`src/rtl/otb_pkg.sv`:
```
// otb_pkg: shared types and constants for the one-shot timer bank.
// Request kinds, queue opcodes, state codes and the front-to-back queue entry.
// No dependencies.
`timescale 1ns / 1ps

package otb_pkg;

   localparam int KIND_W   = 3;
   localparam int ID_W     = 4;
   localparam int PERIOD_W = 16;
   localparam int CODE_W   = 2;

   localparam int TIMERS_DEFAULT     = 16;
   localparam int COUNT_BITS_DEFAULT = 16;

   typedef enum logic [KIND_W-1:0] {
      KIND_TICK    = 3'd0,
      KIND_CREATE  = 3'd1,
      KIND_RESTART = 3'd2,
      KIND_DELETE  = 3'd3,
      KIND_SET_RUN = 3'd4,
      KIND_QUERY   = 3'd5
   } kind_type;

   typedef enum logic [2:0] {
      OP_TICK,
      OP_CREATE,
      OP_RESTART,
      OP_DELETE,
      OP_SET_RUN,
      OP_QUERY
   } op_type;

   localparam logic [CODE_W-1:0] CODE_STOPPED = 2'd0;
   localparam logic [CODE_W-1:0] CODE_RUNNING = 2'd1;
   localparam logic [CODE_W-1:0] CODE_UNARMED = 2'd2;

   typedef struct packed {
      op_type                op;
      logic [ID_W-1:0]       id;
      logic                  in_range;
      logic                  handler;
      logic [PERIOD_W-1:0]   period;
      logic                  run;
   } queue_item_type;

endpackage

```
`src/rtl/otb_front.sv`:
```
// otb_front: accepts requests, decodes the kind, drops unused kinds and
// queues the rest in a two-entry queue for the back end. Uses otb_pkg.
`timescale 1ns / 1ps

module otb_front
   import otb_pkg::*;
#(
   parameter int TIMERS = TIMERS_DEFAULT
) (
   input  logic                  clock,
   input  logic                  reset,
   input  logic                  start,
   output logic                  busy,
   input  logic [KIND_W-1:0]     req_kind,
   input  logic [ID_W-1:0]       req_timer_id,
   input  logic                  req_with_handler,
   input  logic [PERIOD_W-1:0]   req_period_ticks,
   input  logic                  req_run_request,
   output logic                  q_valid,
   output queue_item_type        q_item,
   input  logic                  q_pop
);

   queue_item_type slot_ff [2];
   logic           wr_ptr_ff, wr_ptr_in;
   logic           rd_ptr_ff, rd_ptr_in;
   logic [1:0]     fill_ff, fill_in;

   queue_item_type dec;
   logic           keep;
   logic           push;

   always_comb begin
      keep          = 1'b1;
      dec.op        = OP_TICK;
      dec.id        = req_timer_id;
      dec.in_range  = (32'(req_timer_id) < TIMERS);
      dec.handler   = req_with_handler;
      dec.period    = req_period_ticks;
      dec.run       = req_run_request;
      case (kind_type'(req_kind))
         KIND_TICK:    dec.op = OP_TICK;
         KIND_CREATE:  dec.op = OP_CREATE;
         KIND_RESTART: dec.op = OP_RESTART;
         KIND_DELETE:  dec.op = OP_DELETE;
         KIND_SET_RUN: dec.op = OP_SET_RUN;
         KIND_QUERY:   dec.op = OP_QUERY;
         default:      keep = 1'b0;
      endcase
   end

   assign busy    = (fill_ff == 2'd2);
   assign push    = start && !busy && keep;
   assign q_valid = (fill_ff != 2'd0);
   assign q_item  = slot_ff[rd_ptr_ff];

   always_comb begin
      wr_ptr_in = push  ? ~wr_ptr_ff : wr_ptr_ff;
      rd_ptr_in = q_pop ? ~rd_ptr_ff : rd_ptr_ff;
      fill_in   = fill_ff + {1'b0, push} - {1'b0, q_pop};
   end

   always_ff @(posedge clock) begin
      if (reset) begin
         wr_ptr_ff <= 1'b0;
         rd_ptr_ff <= 1'b0;
         fill_ff   <= 2'd0;
      end else begin
         wr_ptr_ff <= wr_ptr_in;
         rd_ptr_ff <= rd_ptr_in;
         fill_ff   <= fill_in;
      end
   end

   always_ff @(posedge clock) begin
      if (push) begin
         slot_ff[wr_ptr_ff] <= dec;
      end
   end

endmodule

```
`src/rtl/otb_back.sv`:
```
// otb_back: executes queued requests against the timer entries.
// Armed and running flags are flip-flops; count and period sit in memories.
// Uses otb_pkg.
`timescale 1ns / 1ps

module otb_back
   import otb_pkg::*;
#(
   parameter int TIMERS     = TIMERS_DEFAULT,
   parameter int COUNT_BITS = COUNT_BITS_DEFAULT
) (
   input  logic                clock,
   input  logic                reset,
   input  logic                q_valid,
   input  queue_item_type      q_item,
   output logic                q_pop,
   output logic                rsp_strobe,
   output logic [ID_W-1:0]     rsp_entry_index,
   output logic                rsp_expired,
   output logic                rsp_status,
   output logic [CODE_W-1:0]   rsp_state_code,
   output logic                rsp_last
);

   localparam int IDX_W = (TIMERS > 1) ? $clog2(TIMERS) : 1;
   localparam int CMP_W = (COUNT_BITS > PERIOD_W) ? COUNT_BITS : PERIOD_W;
   localparam logic [IDX_W-1:0]      LAST_IDX  = IDX_W'(TIMERS - 1);
   localparam logic [COUNT_BITS-1:0] COUNT_MAX = {COUNT_BITS{1'b1}};

   typedef enum logic [1:0] {
      S_IDLE,
      S_WALK,
      S_FLUSH
   } state_type;

   state_type            state_ff, state_in;
   logic [TIMERS-1:0]    armed_ff, armed_in;
   logic [TIMERS-1:0]    running_ff, running_in;
   logic [IDX_W-1:0]     ic_ff, ic_in;
   logic                 issuing_ff, issuing_in;
   logic [IDX_W-1:0]     pidx_ff, pidx_in;
   logic                 pv_ff, pv_in;
   logic                 hold_ff, hold_in;
   logic [IDX_W-1:0]     hold_idx_ff, hold_idx_in;

   logic                 rsp_strobe_ff, rsp_strobe_in;
   logic [ID_W-1:0]      rsp_index_ff, rsp_index_in;
   logic                 rsp_expired_ff, rsp_expired_in;
   logic                 rsp_status_ff, rsp_status_in;
   logic [CODE_W-1:0]    rsp_code_ff, rsp_code_in;
   logic                 rsp_last_ff, rsp_last_in;

   logic [COUNT_BITS-1:0] cnt_mem [TIMERS];
   logic [PERIOD_W-1:0]   per_mem [TIMERS];
   logic [COUNT_BITS-1:0] cnt_rd_ff;
   logic [PERIOD_W-1:0]   per_rd_ff;

   logic                  cnt_we;
   logic [IDX_W-1:0]      cnt_waddr;
   logic [COUNT_BITS-1:0] cnt_wdata;
   logic                  per_we;
   logic [IDX_W-1:0]      per_waddr;
   logic [PERIOD_W-1:0]   per_wdata;

   logic [IDX_W-1:0]      ix;
   logic                  ok;
   logic                  armed_now;
   logic                  running_now;
   logic [COUNT_BITS-1:0] cnt_next;

   always_comb begin
      state_in       = state_ff;
      armed_in       = armed_ff;
      running_in     = running_ff;
      ic_in          = ic_ff;
      issuing_in     = issuing_ff;
      pidx_in        = pidx_ff;
      pv_in          = 1'b0;
      hold_in        = hold_ff;
      hold_idx_in    = hold_idx_ff;
      rsp_strobe_in  = 1'b0;
      rsp_index_in   = rsp_index_ff;
      rsp_expired_in = rsp_expired_ff;
      rsp_status_in  = rsp_status_ff;
      rsp_code_in    = rsp_code_ff;
      rsp_last_in    = rsp_last_ff;
      q_pop          = 1'b0;
      cnt_we         = 1'b0;
      cnt_waddr      = pidx_ff;
      cnt_wdata      = '0;
      per_we         = 1'b0;
      per_waddr      = '0;
      per_wdata      = q_item.period;
      ix             = IDX_W'(q_item.id);
      ok             = 1'b0;
      armed_now      = 1'b0;
      running_now    = 1'b0;
      cnt_next       = (cnt_rd_ff == COUNT_MAX) ? cnt_rd_ff : cnt_rd_ff + 1'b1;

      case (state_ff)
         S_IDLE: begin
            if (q_valid) begin
               q_pop = 1'b1;
               if (q_item.op == OP_TICK) begin
                  ic_in      = '0;
                  issuing_in = 1'b1;
                  hold_in    = 1'b0;
                  state_in   = S_WALK;
               end else begin
                  // out-of-range ids never touch the arrays
                  ok        = q_item.in_range && armed_ff[ix];
                  cnt_waddr = ix;
                  per_waddr = ix;
                  case (q_item.op)
                     OP_CREATE: begin
                        ok = q_item.in_range;
                        if (q_item.in_range) begin
                           armed_in[ix]   = q_item.handler;
                           running_in[ix] = q_item.run;
                           cnt_we         = 1'b1;
                           per_we         = 1'b1;
                        end
                     end
                     OP_RESTART: begin
                        if (ok) begin
                           running_in[ix] = q_item.run;
                           cnt_we         = 1'b1;
                        end
                     end
                     OP_DELETE: begin
                        if (ok) begin
                           armed_in[ix]   = 1'b0;
                           running_in[ix] = 1'b0;
                           cnt_we         = 1'b1;
                        end
                     end
                     OP_SET_RUN: begin
                        if (ok) begin
                           running_in[ix] = q_item.run;
                        end
                     end
                     default: begin
                     end
                  endcase
                  armed_now      = q_item.in_range && armed_in[ix];
                  running_now    = running_in[ix];
                  rsp_strobe_in  = 1'b1;
                  rsp_index_in   = q_item.id;
                  rsp_expired_in = 1'b0;
                  rsp_status_in  = !ok;
                  rsp_code_in    = !armed_now  ? CODE_UNARMED :
                                   running_now ? CODE_RUNNING : CODE_STOPPED;
                  rsp_last_in    = 1'b1;
               end
            end
         end
         S_WALK: begin
            // issue stage reads entry ic; process stage updates entry pidx
            if (issuing_ff) begin
               pv_in   = 1'b1;
               pidx_in = ic_ff;
               if (ic_ff == LAST_IDX) begin
                  issuing_in = 1'b0;
               end else begin
                  ic_in = ic_ff + 1'b1;
               end
            end
            if (pv_ff && armed_ff[pidx_ff] && running_ff[pidx_ff]) begin
               cnt_we    = 1'b1;
               cnt_wdata = cnt_next;
               if (CMP_W'(cnt_next) >= CMP_W'(per_rd_ff)) begin
                  running_in[pidx_ff] = 1'b0;
                  // an expiry is held one step so the final one can carry last
                  if (hold_ff) begin
                     rsp_strobe_in  = 1'b1;
                     rsp_index_in   = ID_W'(hold_idx_ff);
                     rsp_expired_in = 1'b1;
                     rsp_status_in  = 1'b0;
                     rsp_code_in    = CODE_STOPPED;
                     rsp_last_in    = 1'b0;
                  end
                  hold_in     = 1'b1;
                  hold_idx_in = pidx_ff;
               end
            end
            if (pv_ff && !issuing_ff) begin
               state_in = hold_in ? S_FLUSH : S_IDLE;
            end
         end
         S_FLUSH: begin
            rsp_strobe_in  = 1'b1;
            rsp_index_in   = ID_W'(hold_idx_ff);
            rsp_expired_in = 1'b1;
            rsp_status_in  = 1'b0;
            rsp_code_in    = CODE_STOPPED;
            rsp_last_in    = 1'b1;
            hold_in        = 1'b0;
            state_in       = S_IDLE;
         end
         default: begin
            state_in = S_IDLE;
         end
      endcase
   end

   always_ff @(posedge clock) begin
      if (reset) begin
         state_ff      <= S_IDLE;
         armed_ff      <= '0;
         running_ff    <= '0;
         issuing_ff    <= 1'b0;
         pv_ff         <= 1'b0;
         hold_ff       <= 1'b0;
         rsp_strobe_ff <= 1'b0;
      end else begin
         state_ff      <= state_in;
         armed_ff      <= armed_in;
         running_ff    <= running_in;
         issuing_ff    <= issuing_in;
         pv_ff         <= pv_in;
         hold_ff       <= hold_in;
         rsp_strobe_ff <= rsp_strobe_in;
      end
      ic_ff          <= ic_in;
      pidx_ff        <= pidx_in;
      hold_idx_ff    <= hold_idx_in;
      rsp_index_ff   <= rsp_index_in;
      rsp_expired_ff <= rsp_expired_in;
      rsp_status_ff  <= rsp_status_in;
      rsp_code_ff    <= rsp_code_in;
      rsp_last_ff    <= rsp_last_in;
   end

   // count and period are only read for armed entries, which create has written
   always_ff @(posedge clock) begin
      if (cnt_we) begin
         cnt_mem[cnt_waddr] <= cnt_wdata;
      end
      cnt_rd_ff <= cnt_mem[ic_ff];
   end

   always_ff @(posedge clock) begin
      if (per_we) begin
         per_mem[per_waddr] <= per_wdata;
      end
      per_rd_ff <= per_mem[ic_ff];
   end

   assign rsp_strobe      = rsp_strobe_ff;
   assign rsp_entry_index = rsp_index_ff;
   assign rsp_expired     = rsp_expired_ff;
   assign rsp_status      = rsp_status_ff;
   assign rsp_state_code  = rsp_code_ff;
   assign rsp_last        = rsp_last_ff;

   a_flush_emits_last: assert property (@(posedge clock) disable iff (reset)
      state_ff == S_FLUSH |=> rsp_strobe_ff && rsp_last_ff && rsp_expired_ff)
      else $error("flush did not emit a final expiry");

   a_expiry_fields: assert property (@(posedge clock) disable iff (reset)
      rsp_strobe_ff && rsp_expired_ff |-> !rsp_status_ff && rsp_code_ff == CODE_STOPPED)
      else $error("expiry with bad status or state code");

   a_status_is_last: assert property (@(posedge clock) disable iff (reset)
      rsp_strobe_ff && !rsp_expired_ff |-> rsp_last_ff)
      else $error("command status not marked last");

   a_pop_when_valid: assert property (@(posedge clock) disable iff (reset)
      q_pop |-> q_valid)
      else $error("pop from empty queue");

endmodule

```
`src/rtl/one_shot_timer_bank.sv`:
```
// one_shot_timer_bank: top level of the one-shot timer bank.
// Instantiates otb_front (decode and queue) and otb_back (execution); uses otb_pkg.
//
//   channel   | handshake                  | payload
//   request   | start in, busy out         | req_kind, req_timer_id, req_with_handler,
//             |                            | req_period_ticks, req_run_request
//   response  | rsp_strobe out, one cycle  | rsp_entry_index, rsp_expired, rsp_status,
//             |                            | rsp_state_code, rsp_last
//
// A command is executed by the back end as it is popped; its status appears the cycle after.
// A tick is popped, then walks every entry through the count/period memory read
// port in an issue stage and a process stage, then flushes the final expiry
// if any expired.
// A two-entry queue between front and back; busy is high while it is full.
// Synchronous reset clears all entries to unarmed and stopped; no clearing pass.
// The response side cannot stall: each result is valid for exactly one cycle.
`timescale 1ns / 1ps

module one_shot_timer_bank
   import otb_pkg::*;
#(
   parameter int TIMERS     = TIMERS_DEFAULT,
   parameter int COUNT_BITS = COUNT_BITS_DEFAULT
) (
   input  logic                clock,
   input  logic                reset,
   input  logic                start,
   output logic                busy,
   input  logic [KIND_W-1:0]   req_kind,
   input  logic [ID_W-1:0]     req_timer_id,
   input  logic                req_with_handler,
   input  logic [PERIOD_W-1:0] req_period_ticks,
   input  logic                req_run_request,
   output logic                rsp_strobe,
   output logic [ID_W-1:0]     rsp_entry_index,
   output logic                rsp_expired,
   output logic                rsp_status,
   output logic [CODE_W-1:0]   rsp_state_code,
   output logic                rsp_last
);

   logic           q_valid;
   queue_item_type q_item;
   logic           q_pop;

   otb_front #(
      .TIMERS (TIMERS)
   ) u_front (
      .clock            (clock),
      .reset            (reset),
      .start            (start),
      .busy             (busy),
      .req_kind         (req_kind),
      .req_timer_id     (req_timer_id),
      .req_with_handler (req_with_handler),
      .req_period_ticks (req_period_ticks),
      .req_run_request  (req_run_request),
      .q_valid          (q_valid),
      .q_item           (q_item),
      .q_pop            (q_pop)
   );

   otb_back #(
      .TIMERS     (TIMERS),
      .COUNT_BITS (COUNT_BITS)
   ) u_back (
      .clock           (clock),
      .reset           (reset),
      .q_valid         (q_valid),
      .q_item          (q_item),
      .q_pop           (q_pop),
      .rsp_strobe      (rsp_strobe),
      .rsp_entry_index (rsp_entry_index),
      .rsp_expired     (rsp_expired),
      .rsp_status      (rsp_status),
      .rsp_state_code  (rsp_state_code),
      .rsp_last        (rsp_last)
   );

endmodule
```
`config.mk`:
```
export PLATFORM = sky130hd
export DESIGN_NAME = one_shot_timer_bank
export DESIGN_NICKNAME = d
export VERILOG_FILES = /design/src/rtl/otb_pkg.sv /design/src/rtl/otb_front.sv /design/src/rtl/otb_back.sv /design/src/rtl/one_shot_timer_bank.sv
export SDC_FILE = /design/constraint.sdc
export NUM_CORES = 1
export LEC_CHECK = 0
export ABC_AREA = 0
export BUFFER_PORTS_ARGS = -buffer_cell sky130_fd_sc_hd__buf_2
export CORE_MARGIN = 1
export CORE_UTILIZATION = 57
export CTS_CLUSTER_DIAMETER = 100
export DETAILED_ROUTE_END_ITERATION = 12
export PLACE_DENSITY = 0.76
export SLEW_MARGIN = 20
export SYNTH_ARGS = -nofsm -noshare
export SYNTH_HDL_FRONTEND = slang
export SYNTH_HIERARCHICAL = 1
export SYNTH_SLANG_ARGS = --single-unit
```
`constraint.sdc`:
```
create_clock -name clock -period 3.7 [get_ports clock]
set_input_delay 0.185 -clock clock [delete_from_list [all_inputs] [get_ports clock]]
set_output_delay 0.185 -clock clock [all_outputs]
set_load 0.02 [all_outputs]
```
Yosys cells after proc, flatten, opt, wreduce, memory -nomap -nowiden --
Memory sizes are Yosys's and may differ from the RTL's. A register that Yosys moved wholly into a read port is not among the register bits. Cells that the tools add are included. W data, S select, Z words.
Cells by class: magnitude comparators 5, reductions and logical operators 31, equal/unequal tests 23, add/subtract/negate cells 4, bitwise gates (word level) 9, multiplexer cells 127
Operator list (number):
- $mux W16 | 18
- $pmux W16 S2 | 2
- $mux W4 | 15
- $mux W1 | 59
- $and A16 B16 Y16 | 3
- $pmux W16 S3 | 1
- $bwmux W16 | 2
- $not A16 Y16 | 2
- $bmux W1 S4 | 5
- $mux W2 | 10
- $add A16 B1 Y16 const B | 1
- $eq A16 B16 Y1 const B | 1
- $ge A16 B16 Y1 | 1
- $pmux W1 S3 | 5
- $pmux W3 S5 | 1
- $reduce_and A3 Y1 | 5
- $eq A3 B2 Y1 const B | 4
- $ne A2 B1 Y1 const B | 6
- $pmux W4 S3 | 1
- $lt A4 B5 Y1 const B | 2
- $reduce_and A5 Y1 | 2
- $eq A3 B3 Y1 const B | 3
- $demux W1 S4 | 2
- $ge A4 B1 Y1 const B | 2
- 24 further kinds | 46
Storage, ports and cells: memories kept 3, bits in writable memories 562, logic and storage cells 220, register bits 63
Memory list:
- u_back.cnt_mem | words 16, width 16, read ports 1, clocked after memory_dff 1, write ports 1, RTL line otb_back.sv:53 | logic [COUNT_BITS-1:0] cnt_mem [TIMERS];
- u_back.per_mem | words 16, width 16, read ports 1, clocked after memory_dff 1, write ports 1, RTL line otb_back.sv:54 | logic [PERIOD_W-1:0] per_mem [TIMERS];
- u_front.slot_ff | words 2, width 25, read ports 1, clocked after memory_dff 1, write ports 1, RTL line otb_front.sv:24 | queue_item_type slot_ff [2];

Longest topological paths before layout --
Gate-level depths: netlist (run 1).
depth in word-level cells 18, mapped depth 19, depth with buffers taken out 18

Hierarchy --
The synthesis (run 1) kept the hierarchy.
Modules (own cells, without submodules):
- otb_back | instances 1, cells an instance 1496, area each 25214.2 um^2
- otb_front | instances 1, cells an instance 113, area each 2112.0 um^2

Worst setup path after synthesis (run 1) --
No wires, ideal clock.
path type reg2reg, start register u_back.cnt_rd_ff[0], read port of u_back.cnt_mem, end register u_back.running_ff[13], required time 3.609 ns, path slack -0.286 ns, stages on the path, launching flop included 20, arrival time 3.895 ns, period minus slack after synthesis 3.986 ns, path buffers 2, setup time 0.091 ns, cells stage by stage dfxtp_1 -> ha_1 -> nand2_1 -> nor4_1 -> nand3_1 -> or2_2 -> clkbuf_1 -> nor2b_1 -> nand2_1 -> xnor2_1 -> ha_1 -> a21o_1 -> a21o_1 -> a2111oi_0 -> o211ai_1 -> a221o_1 -> nand3_1 -> a21oi_2 -> buf_2 -> a311oi_1
Between the ends: longest elaborated chain between the ends 5, elaborated cells on any way between the ends 6
RTL lines:
- start, declared | RTL line otb_back.sv:55 | logic [COUNT_BITS-1:0] cnt_rd_ff;
- $add A16 B1 Y16 or $eq A16 B16 Y1 (tied branches) | RTL line otb_back.sv:98 | cnt_next = (cnt_rd_ff == COUNT_MAX) ? cnt_rd_ff : cnt_rd_ff + 1'b1;
- $mux W16 (*) | RTL line otb_back.sv:98
- $ge A16 B16 Y1 (*) | RTL line otb_back.sv:171 | if (CMP_W'(cnt_next) >= CMP_W'(per_rd_ff)) begin
- $ne A2 B1 Y1 (no line) (*)
- $reduce_and A5 Y1 (no line) (*)
- end signal, assigned | RTL line otb_back.sv:218 | running_ff <= running_in;
- end, declared | RTL line otb_back.sv:38 | logic [TIMERS-1:0] running_ff, running_in;
Mark *: on every way between the ends. The rest lies on a longest branch, timed or not. A chain may end at the register's enable or synchronous reset.

Final worst setup path (run 1) --
start register u_back.cnt_rd_ff[1], read port of u_back.cnt_mem, end register u_back.running_ff[0]
The elaborated chain is that of the path after synthesis.

==> results of run 1 <==
==> timing repair <==
action                                  CTS  global route
resized for setup                        18            17
setup buffers                             4             2
endpoints found under the setup margin   27            96
pin swaps                                17            16
gates cloned                              1             0
hold endpoints to repair                 50             0
hold buffers                             25             0
==> through the flow <==
step / area (sq um) / instances
after floorplan: 27400 / 1609
after global placement: 29300 / 2285
after detailed placement: 29300 / 2285
after CTS: 31800 / 2437
after global routing: 31900 / 2438
final: 31900 / 2438
==> cell usage after synthesis (all sizes together) (4+ instances only) <==
| cell | count | area share |
|---|---|---|
| a211oi | 13 | 0.0038 |
| a21o | 5 | 0.0014 |
| a21oi | 61 | 0.011 |
| a221o | 4 | 0.0015 |
| a22oi | 4 | 0.0011 |
| a311oi | 6 | 0.0019 |
| a31oi | 12 | 0.0027 |
| a41oi | 4 | 0.0013 |
| and2 | 10 | 0.0023 |
| and3 | 8 | 0.0018 |
| buf | 31 | 0.0050 |
| clkbuf | 60 | 0.0082 |
| dfxtp | 75 | 0.055 |
| edfxtp | 583 | 0.64 |
| ha | 27 | 0.012 |
| inv | 30 | 0.0041 |
| mux2 | 29 | 0.012 |
| mux2i | 10 | 0.0037 |
| mux4 | 166 | 0.14 |
| nand2 | 86 | 0.012 |
| nand2b | 14 | 0.0032 |
| nand3 | 27 | 0.0049 |
| nand3b | 4 | 0.0011 |
| nand4 | 12 | 0.0027 |
| nor2 | 121 | 0.017 |
| nor2b | 26 | 0.0062 |
| nor3 | 21 | 0.0040 |
| nor3b | 4 | 0.0011 |
| o211ai | 8 | 0.0024 |
| o21a | 8 | 0.0022 |
| o21ai | 47 | 0.0086 |
| o31a | 4 | 0.0013 |
| o31ai | 11 | 0.0030 |
| o41ai | 4 | 0.0013 |
| or2 | 7 | 0.0016 |
| or3 | 9 | 0.0021 |
| xnor2 | 9 | 0.0029 |
| xor2 | 7 | 0.0022 |
==> kinds of logic (layout without fill, tap and decap cells) <==
| logic type | Yosys count | after routing | share of synthesized area |
|---|---|---|---|
| flip-flops | 658 | 658 | 0.696 |
| adder cells (fa/ha/maj) | 27 | 27 | 0.0124 |
| AO/OA/AOI/OAI | 220 | 221 | 0.0531 |
| XOR/XNOR | 16 | 16 | 0.00513 |
| buffers and inverters | 121 | 342 | 0.0174 |
| other | 1 | 1 | 0.000137 |
| AND/OR/NAND/NOR | 361 | 361 | 0.0637 |
| multiplexers | 205 | 205 | 0.153 |
==> state kept, by name, indices dropped and copies added (netlist names), 2 cells and up, named ones only <==
| register | flops |
|---|---|
| u_back/armed_ff | 16 |
| u_back/cnt_mem | 256 |
| u_front/fill_ff | 2 |
| u_back/ic_ff | 4 |
| u_back/hold_idx_ff | 4 |
| u_back/state_ff | 2 |
| u_back/cnt_rd_ff | 16 |
| u_back/running_ff | 16 |
| u_front/slot_ff | 50 |
| u_back/rsp_state_code | 2 |
| u_back/per_rd_ff | 16 |
| u_back/pidx_ff | 4 |
| u_back/rsp_entry_index | 4 |
| u_back/per_mem | 256 |
==> power by group through the flow <==
| stage | Combinational (mW) | Clock [mW] | Sequential (mW) |
|---|---|---|---|
| after CTS | 5.17 | 6.75 | 8.83 |
| after global routing | 5.71 | 7.04 | 8.86 |
| final | 5.33 | 6.67 | 8.83 |
| after floorplan | 3.27 | 0 | 8.98 |
| after detailed placement | 4.97 | 0 | 8.98 |
| after global placement | 4.90 | 0 | 8.97 |
==> critical path: stages, from the launching register on <==
cell and delay, ns:
dfxtp_2 0.35, ha_4 0.16, nand2_4 0.06, nor4_4 0.29
nand3_1 0.11, or2_4 0.25, nor2b_4 0.14, and2_4 0.14
xor2_2 0.15, ha_1 0.32, a21oi_2 0.14, nor2_2 0.07
a2111oi_4 0.33, o211ai_1 0.13, a221o_2 0.46, nand3_4 0.17
a21oi_4 0.13, a311oi_1 0.26
==> area by class of cell <==
class                      instances  share of cell area
clock buffer                      95              0.0604
sequential                       658               0.596
clock inverter                    28             0.00855
timing repair buffer             189              0.0522
tap                              607              0.0238
inverter                          30             0.00361
multi-input combinational        831               0.255
==> final timing paths <==
path / start / to / depth (start not counted)
worst max register to register: u_back/cnt_rd_ff[1] / u_back/running_ff[0] / 17
worst min-delay path: start / u_front/wr_ptr_ff / 3
worst min register to register: u_back/armed_ff[11] / u_back/armed_ff[11] / 2
worst max-delay path: u_back/cnt_rd_ff[1] / u_back/running_ff[0] / 17
==> placed cells by master, fill, tap and decap left out, types with 12 or more instances in the layout <==
| cell | n |
|---|---|
| buf_4 | 103 |
| nand2_1 | 84 |
| dfxtp_1 | 69 |
| mux2_2 | 28 |
| nor2_2 | 37 |
| clkbuf_16 | 70 |
| mux4_2 | 166 |
| dlygate4sd3_1 | 25 |
| nor3_1 | 19 |
| edfxtp_1 | 583 |
| a21oi_1 | 58 |
| o21ai_0 | 43 |
| buf_12 | 22 |
| nor2b_1 | 24 |
| ha_1 | 24 |
| nand4_1 | 12 |
| buf_2 | 38 |
| clkbuf_1 | 17 |
| nor2_1 | 84 |
| nand3_1 | 26 |
| nand2b_1 | 14 |
| inv_1 | 28 |
==> metal layers <==
metal  routed length (um)  share of wire
met1                26100           0.39
met2                33300           0.50
met3                 5000          0.076
met4                 1650          0.025
met5                    0              0
==> impl_metrics.csv, run 1 <==
group,metric,value,unit
status,status,"finished, violations left",
status,violations,"negative setup slack",
sta,fin_crit,3.78,ns
power_and_ir_drop,power,20.8,mW
final_layout,area_growth,16.8,%
synthesis,synth_top_flop_cell,"edfxtp_1",
grt,met3_usage,0.0475,
routing,vias,15600,
sta,timing.final.ws_setup,-0.0829,ns
floorplanning,core.rowCount,79,
routing,viasPerCell,6.39,
clock_tree,h-tree-depth,3,
flow_run,drv_cap,0,
clock_tree,clkSlewWorstSetupHoldPaths,0.06,ns
synthesis,synthesis.nets,1664,
routing,dr.pass1.iters,5,
placement,pre_cts_slack,-0.134,ns
worst_setup_path,end_kind,"register",
grt,grt_pass1_vias,15800,
routing,wl_per_cell,27.1,um
grt,grt_use_total,0.276,
sta,rsz0062_at_grt,"yes",
routing,ant_nets,0,
final_layout,nFillCells,2972,
final_layout,fin_util,0.680,
synthesis,synth_edf_count,583,
power_and_ir_drop,comb_power_share,0.256,
power_and_ir_drop,ir_drop,0.581,mV
worst_setup_path,cp.arrival,4.29,ns
placement,portBuffers,38,
power_and_ir_drop,clkPwrFrac,0.320,
power_and_ir_drop,powerDensity,653,nW/um^2
clock_tree,cts.root.buffer_cell,"clkbuf_16",
hold_path,hold_path_class,"in -> reg",
final_layout,nets,1832,
grt,antenna_found_initial,1,
power_and_ir_drop,p_seq_frac,0.424,
clock_tree,clkSinkCount,658,
final_layout,drive_gt1_frac,0.301,
floorplanning,die_w,221,um
grt,grt_overflow_total,0,
synthesis,avgSynthCellArea,17.0,sq um
worst_setup_path,ff2ff_setup_slack,-0.08,ns
floorplanning,ioPinCount,39,
clock_tree,clock_latency,0.61,ns
grt,grt_max_degree,79,
synthesis,syn_area,27300,sq um
worst_setup_path,critPathMaxFanout,7,
sta,setup_viol,30,
sta,hold_slack,0.114,ns
floorplanning,start_util,0.582,
final_layout,n_antenna_cell,0,
grt,grt_pass1_wl,99.2,mm
placement,dp_hpwl,39.6,mm
sta,fmax,264,MHz
power_and_ir_drop,p_leak,11.1,nW
synthesis,seq_area_frac_synth,0.696,
placement,gp_congestion,0.920,
grt,use_met1,0.369,
synthesis,yosysWarnings,6,
synthesis,async_flop_share,0,
floorplanning,die_area,48800,sq um
synthesis,yosys_register_bits,658,
worst_setup_path,path_class,"reg -> reg",
floorplanning,coreArea,47000,sq um
final_layout,multi_input_area,8150,sq um
grt,grt_util_met2,0.473,
sta,finalClockSkew,0.0217,ns
synthesis,netlist_instances,1609,
sta,slew_viol_final,0,
power_and_ir_drop,power.internal,14.6,mW
sta,maxSlewHeadroom,0.313,
grt,grt.busiest_layer,"met2",
clock_tree,numCtsBuffers,67,
clock_tree,cts_tree,"done",
power_and_ir_drop,switching_share,0.297,
worst_setup_path,start_kind,"register",
sta,finalSetupTns,-0.986,ns
routing,drt_iter0_drc,1554,
power_and_ir_drop,power.switching,6.20,mW
routing,drc,0,
final_layout,regArea,19000,sq um
synthesis,synthDistinctLibCells,77,
routing,wirelength,66.0,mm
floorplanning,die_y,221,um
sta,hold_viol_final,0,
sta,period_share,1.02,
worst_setup_path,cp.required,4.20,ns
clock_tree,clock_path_buffers,3,
sta,tightest_slew,1.03,ns
Note: power is estimated with default switching activity, not from simulation.
==> run 2, diff against run 1 <==
--- a/config.mk
+++ b/config.mk
@@ -8,10 +8,11 @@
 export ABC_AREA = 0
 export BUFFER_PORTS_ARGS = -buffer_cell sky130_fd_sc_hd__buf_2
 export CORE_MARGIN = 1
-export CORE_UTILIZATION = 57
+export CORE_UTILIZATION = 65
 export CTS_CLUSTER_DIAMETER = 100
 export DETAILED_ROUTE_END_ITERATION = 12
-export PLACE_DENSITY = 0.76
+export PLACE_DENSITY = 0.82
+export REMOVE_ABC_BUFFERS = 1
 export SLEW_MARGIN = 20
 export SYNTH_ARGS = -nofsm -noshare
 export SYNTH_HDL_FRONTEND = slang
==> constraint.sdc (replaced) <==
create_clock -name clock -period 4.4 [get_ports clock]
set_input_delay 0.22 -clock clock [delete_from_list [all_inputs] [get_ports clock]]
set_output_delay 0.22 -clock clock [all_outputs]
set_load 0.02 [all_outputs]
==> run 2 against run 1 <==
The run now ends clean. Fmax is 11% lower. Cell count is 4.8% lower. Power is 17% lower. Non-clock buffer count is 35 lower. Final area is 2.0% lower. Register-to-register slack better by 0.22 ns. Clock power is 18% lower. Via count is 5.8% higher. Combinational power is 19% lower. Flip-flop and latch count stayed put. Sequential share of layout area is 1.2 points higher. Global-route usage is 7.1 points higher. Critical endpoint is now u_back/running_ff[14]. Largest power group unchanged.
==> impl_metrics.csv, run 2 (synthesized netlist as in run 1, its figures left out) <==
group,metric,value,unit
grt,grt_pass1_wl,108,mm
power_and_ir_drop,p_seq_frac,0.432,
clock_tree,h-tree-depth,2,
hold_path,hold_path_class,"in -> reg",
placement,dp_hpwl,41.4,mm
sta,slew_viol_final,0,
clock_tree,clock_latency,0.64,ns
floorplanning,ioPinCount,39,
power_and_ir_drop,power.switching,5.30,mW
grt,grt_pass1_vias,16700,
worst_setup_path,ff2ff_setup_slack,0.14,ns
power_and_ir_drop,ir_drop,0.502,mV
grt,grt_overflow_total,0,
power_and_ir_drop,switching_share,0.306,
final_layout,drive_gt1_frac,0.270,
placement,portBuffers,38,
worst_setup_path,worst_path_largest_cell_delay,0.49,ns
routing,dr.pass1.iters,8,
power_and_ir_drop,comb_power_share,0.250,
worst_setup_path,cp.arrival,4.79,ns
floorplanning,coreArea,41100,sq um
routing,vias,16500,
worst_setup_path,end_kind,"register",
routing,drt-met1-wl,26.1,mm
worst_setup_path,path_buf_inv,0,
clock_tree,clock_path_buffers,3,
final_layout,nFillCells,2257,
worst_setup_path,critPathMaxFanout,14,
sta,maxSlewHeadroom,0.251,
final_layout,top_regs,"u_back/cnt_mem x256, u_back/per_mem x256, u_front/slot_ff x50",
worst_setup_path,cpLargestDelayFamily,"compound AO/OA/AOI/OAI gates",
sta,setup_viol,0,
power_and_ir_drop,power,17.3,mW
clock_tree,cts_tree,"done",
sta,finalClockSkew,0.0256,ns
floorplanning,start_util,0.665,
power_and_ir_drop,powerDensity,554,nW/um^2
status,status,"finished, final reports clean",
final_layout,nets,1790,
routing,routed.top_layer,"met4",
placement,pre_cts_slack,-0.136,ns
routing,drc,0,
power_and_ir_drop,clkPwrFrac,0.317,
worst_setup_path,slowest_stage,"a221o_2",
power_and_ir_drop,p_leak,10.8,nW
placement,gp_congestion,0.967,
final_layout,area_growth,14.5,%
worst_setup_path,path_cells,"ha_4, nand2_2, nor4_4, nand3_1, or2_4, nor2b_1, and2_1, xor2_1, ha_1, a21oi_1, nor2_1, a2111oi_4, o211ai_1, a221o_2, nand3_4, a21oi_4, a311oi_2",
floorplanning,die_y,207,um
sta,rsz0062_at_grt,"no",
sta,fin_crit,4.26,ns
sta,timing.final.ws_setup,0.138,ns
sta,period_share,0.969,
routing,viasPerCell,7.10,
final_layout,final_common_cell,"edfxtp_1",
grt,grt_max_degree,93,
routing,met2_wirelength,37.2,mm
power_and_ir_drop,power.internal,12.0,mW
routing,ant_nets,0,
worst_setup_path,cp.required,4.93,ns
floorplanning,core.rowCount,74,
worst_setup_path,start_kind,"register",
clock_tree,cts.root.buffer_cell,"clkbuf_16",
grt,antenna_found_initial,0,
routing,routed-wl-met3,6.88,mm
floorplanning,die_area,42900,sq um
routing,wirelength,73.4,mm
clock_tree,clkSinkCount,658,
final_layout,final_cell_mix,"583 x edfxtp_1, 166 x mux4_2, 86 x nor2_1, 85 x nand2_1, 73 x dfxtp_1",
routing,wl_per_cell,31.6,um
final_layout,fin_util,0.761,
floorplanning,die_w,207,um
sta,fmax,235,MHz
sta,tightest_slew,1.12,ns
worst_setup_path,path_class,"reg -> reg",
grt,grt_use_total,0.347,
sta,hold_viol_final,0,
clock_tree,numCtsBuffers,61,
flow_run,drv_cap,0,
clock_tree,clkSlewWorstSetupHoldPaths,0.07,ns
routing,drt_iter0_drc,2137,
## run 2: final cells by class
type	count	area, sq um	area share
Sequential cell	658	19000	0.608
Clock inverter	32	393	0.0126
Clock buffer	83	1680	0.0537
Tap cell	532	666	0.0213
Inverter	30	113	0.00360
Timing Repair Buffer	154	1370	0.0439
Antenna cell	1	2.50	0.0000800
Multi-Input combinational cell	830	8040	0.257
## run 2: worst reg2reg max path, stage by stage, from the launching register on
cell       delay, ns
dfxtp_2         0.36
ha_4            0.16
nand2_2         0.10
nor4_4          0.32
nand3_1         0.12
or2_4           0.30
nor2b_1         0.19
and2_1          0.18
xor2_1          0.18
ha_1            0.28
a21oi_1         0.16
nor2_1          0.10
a2111oi_4       0.39
o211ai_1        0.20
a221o_2         0.49
nand3_4         0.16
a21oi_4         0.15
a311oi_2        0.34
## run 2: final timing paths
check / from / endpoint / cells past startpoint
max: u_back/cnt_rd_ff[1] / u_back/running_ff[14] / 17
min reg2reg: u_back/armed_ff[10] / u_back/armed_ff[10] / 2
min: req_kind[2] / u_front/slot_ff[1][24] / 2
max reg2reg: u_back/cnt_rd_ff[1] / u_back/running_ff[14] / 17
## run 2: power groups by stage
stage | clock network (mW) | registers (mW) | logic (mW)
after floorplan | 0 | 7.81 | 2.40
after global placement | 0 | 7.59 | 3.87
after detailed placement | 0 | 7.60 | 3.99
after CTS | 5.52 | 7.48 | 4.17
after global routing | 5.75 | 7.51 | 4.55
final | 5.49 | 7.49 | 4.34
## run 2: per-stage QoR
step                TNS, ns  cell area (sq um)  std cells  hold WS (ns)
floorplan            -77.51              27000       1518         0.289
global placement          0              28800       2180         0.408
detailed placement   -0.771              28800       2180         0.411
CTS                       0              31200       2318      0.000586
global route              0              31300       2319        0.0320
finish                    0              31300       2320        0.0231
## run 2: layer usage
layer	vias to the layer above	track usage
li1	6677	-
met5	-	0
met4	0	0.152
met2	1184	0.590
met3	247	0.0556
met1	8375	0.450
## run 2: repair_timing
| action | CTS | global route |
|---|---|---|
| setup buffers | 0 | 1 |
| pin swaps | 0 | 7 |
| gates resized for setup | 7 | 18 |
| gates cloned | 0 | 0 |
| hold endpoints to repair | 46 | 0 |
| endpoints found under the setup margin | 32 | 22 |
| hold buffers | 23 | 0 |
==> run 3, diff against run 2 <==
--- a/config.mk
+++ b/config.mk
@@ -9,6 +9,7 @@
 export BUFFER_PORTS_ARGS = -buffer_cell sky130_fd_sc_hd__buf_2
 export CORE_MARGIN = 1
 export CORE_UTILIZATION = 65
+export CTS_BUF_LIST = sky130_fd_sc_hd__clkbuf_2
 export CTS_CLUSTER_DIAMETER = 100
 export DETAILED_ROUTE_END_ITERATION = 12
 export PLACE_DENSITY = 0.82
==> run 3 against run 2 <==
Worst setup slack better by 0.035 ns. Cell count up 8.4%. Sequential share of layout area is 0.74 points higher. Clock power decreased by 29%. Via count increased by 1.3%. Hold slack improved by 0.17 ns. Non-clock buffer count rose by 33. Count of clock-buffer cells in the layout grew 145. Critical path type unchanged. Largest cell class unchanged.
==> impl_metrics.csv, run 3 (synthesized netlist as in run 1, its figures left out) <==
group,metric,value,unit
status,status,"finished, final reports clean",
final_layout,final_cell_mix,"583 x edfxtp_1, 228 x clkbuf_2, 166 x mux4_2, 87 x nor2_1, 85 x nand2_1",
worst_setup_path,cp.arrival,5.34,ns
sta,period_share,0.961,
power_and_ir_drop,clkPwrFrac,0.249,
worst_setup_path,slowest_stage,"a221o_1",
worst_setup_path,end_kind,"register",
worst_setup_path,path_class,"reg -> reg",
routing,drc,0,
grt,grt_max_degree,93,
power_and_ir_drop,p_seq_frac,0.480,
routing,drt-met1-wl,25.6,mm
routing,dr.pass1.iters,8,
final_layout,nets,1915,
floorplanning,die_y,207,um
grt,grt_use_total,0.337,
sta,finalSetupTns,0,ns
placement,post-place-cells,2180,
clock_tree,clkSlewWorstSetupHoldPaths,0.14,ns
clock_tree,cts.root.buffer_cell,"clkbuf_2",
power_and_ir_drop,power.internal,10.4,mW
power_and_ir_drop,ir_drop,0.431,mV
worst_setup_path,start_kind,"register",
sta,fin_crit,4.23,ns
floorplanning,die_area,42900,sq um
clock_tree,h-tree-depth,4,
routing,met2_wirelength,35.3,mm
worst_setup_path,cpLargestDelayFamily,"compound AO/OA/AOI/OAI gates",
final_layout,final_cell_area,30900,sq um
clock_tree,clock_latency,1.32,ns
sta,maxSlewHeadroom,0.253,
placement,gp_congestion,0.967,
placement,dp_hpwl,41.4,mm
final_layout,final_common_cell,"edfxtp_1",
routing,ant_nets,0,
clock_tree,numCtsBuffers,153,
floorplanning,start_util,0.665,
worst_setup_path,cp.required,5.51,ns
sta,timing.final.ws_setup,0.173,ns
final_layout,drive_gt1_frac,0.322,
power_and_ir_drop,p_leak,11.0,nW
worst_setup_path,path_common_cell,"a21o_1",
grt,grt_pass1_vias,17100,
worst_setup_path,path_buf_inv,1,
grt,grt_overflow_total,0,
power_and_ir_drop,power,15.6,mW
worst_setup_path,path_cells,"ha_2, nand2_2, nor4_4, nand3_1, or2_4, nor2b_1, nand2_1, xnor2_1, ha_1, a21o_1, a21o_1, a2111oi_4, o211ai_1, a221o_1, nand3_2, inv_2, o21ai_0, o31ai_1",
final_layout,fin_cells,2515,
grt,grt_pass1_wl,104,mm
floorplanning,ioPinCount,39,
sta,fmax,237,MHz
worst_setup_path,startpoint,"u_back/cnt_rd_ff[1]",
clock_tree,cts_tree,"done",
clock_tree,clock_path_buffers,3,
floorplanning,core.rowCount,74,
floorplanning,coreArea,41100,sq um
hold_path,hold_path_class,"in -> reg",
power_and_ir_drop,powerDensity,504,nW/um^2
placement,pre_cts_slack,-0.136,ns
sta,setup_viol,0,
routing,wirelength,70.0,mm
final_layout,area_growth,13.1,%
routing,drt_iter0_drc,1661,
routing,routed.top_layer,"met5",
routing,routed-wl-met3,6.57,mm
sta,hold_slack,0.193,ns
routing,wl_per_cell,27.9,um
final_layout,top_regs,"u_back/cnt_mem x256, u_back/per_mem x256, u_front/slot_ff x50",
placement,post_dp_cell_area,28800,sq um
sta,finalClockSkew,0.110,ns
clock_tree,clkSinkCount,658,
routing,viasPerCell,6.64,
worst_setup_path,worst_path_largest_cell_delay,0.43,ns
final_layout,nFillCells,2409,
sta,hold_viol_final,0,
final_layout,fin_util,0.752,
power_and_ir_drop,switching_share,0.334,
routing,vias,16700,
power_and_ir_drop,power.switching,5.21,mW
hold_path,worstHoldStart,"req_period_ticks[15]",
placement,portBuffers,38,
sta,tightest_slew,1.12,ns
worst_setup_path,rr_startpoint,"u_back/cnt_rd_ff[1]",
worst_setup_path,ff2ff_setup_slack,0.17,ns
power_and_ir_drop,comb_power_share,0.271,
floorplanning,die_w,207,um
grt,antenna_found_initial,2,
worst_setup_path,critPathMaxFanout,7,
flow_run,drv_cap,0,
sta,slew_viol_final,0,
-- run 3: cell types whose count changed in the layout (fill, tap and decap cells not counted), sizes merged --
| cell | previous run | this run |
|---|---|---|
| clkbuf | 83 | 228 |
| diode | 1 | 3 |
| dlygate4sd3 | 23 | 58 |
| clkinvlp | 4 | 2 |
| clkinv | 19 | 38 |
| inv | 31 | 35 |
| buf | 131 | 129 |
| bufinv | 8 | 2 |
-- run 3: timing repair --
action,in CTS,in global routing
hold buffers,58,0
resized for setup,3,15
endpoints found under the hold margin,143,0
pin swaps,0,6
setup buffers,0,0
endpoints found under the setup margin,17,30
-- run 3: path summary, 6_finish.rpt --
| check | endpoint | cells past startpoint |
|---|---|---|
| setup / recovery | u_back/state_ff[1] | 18 |
| hold / removal | u_front/slot_ff[0][16] | 3 |
| setup reg to reg | u_back/state_ff[1] | 18 |
| hold reg to reg | u_back/armed_ff[10] | 2 |
-- run 3: layout make-up --
cell class,count,area (sq um),area share
clock inverter,47,251,0.00814
clock buffer,228,1140,0.0369
timing repair buffer,187,1700,0.0551
sequential,658,19000,0.615
inverter,30,113,0.00364
tap,532,666,0.0215
antenna,3,7.51,0.000243
multi-input combinational,830,8010,0.259
-- run 3: power by group through the flow --
stage,registers [mW],logic (mW),clock network (mW)
floorplan,7.81,2.40,0
global placement,7.59,3.87,0
detailed placement,7.60,3.99,0
CTS,7.46,4.07,3.94
global route,7.49,4.46,4.24
finish,7.47,4.22,3.88
-- run 3: worst reg2reg max path, stage by stage, from the launching register on --
cell and delay [ns]:
dfxtp_1 0.37, ha_2 0.22, nand2_2 0.10, nor4_4 0.30, nand3_1 0.11, or2_4 0.29
nor2b_1 0.18, nand2_1 0.09, xnor2_1 0.16, ha_1 0.30, a21o_1 0.17, a21o_1 0.21
a2111oi_4 0.36, o211ai_1 0.18, a221o_1 0.43, nand3_2 0.18, inv_2 0.10, o21ai_0 0.22
o31ai_1 0.10
-- run 3: layer usage --
layer / up-vias / GRT usage
met2: 1067 / 0.555
met4: 2 / 0.162
met1: 8411 / 0.426
met5: - / 0
met3: 189 / 0.0796
li1: 7028 / -
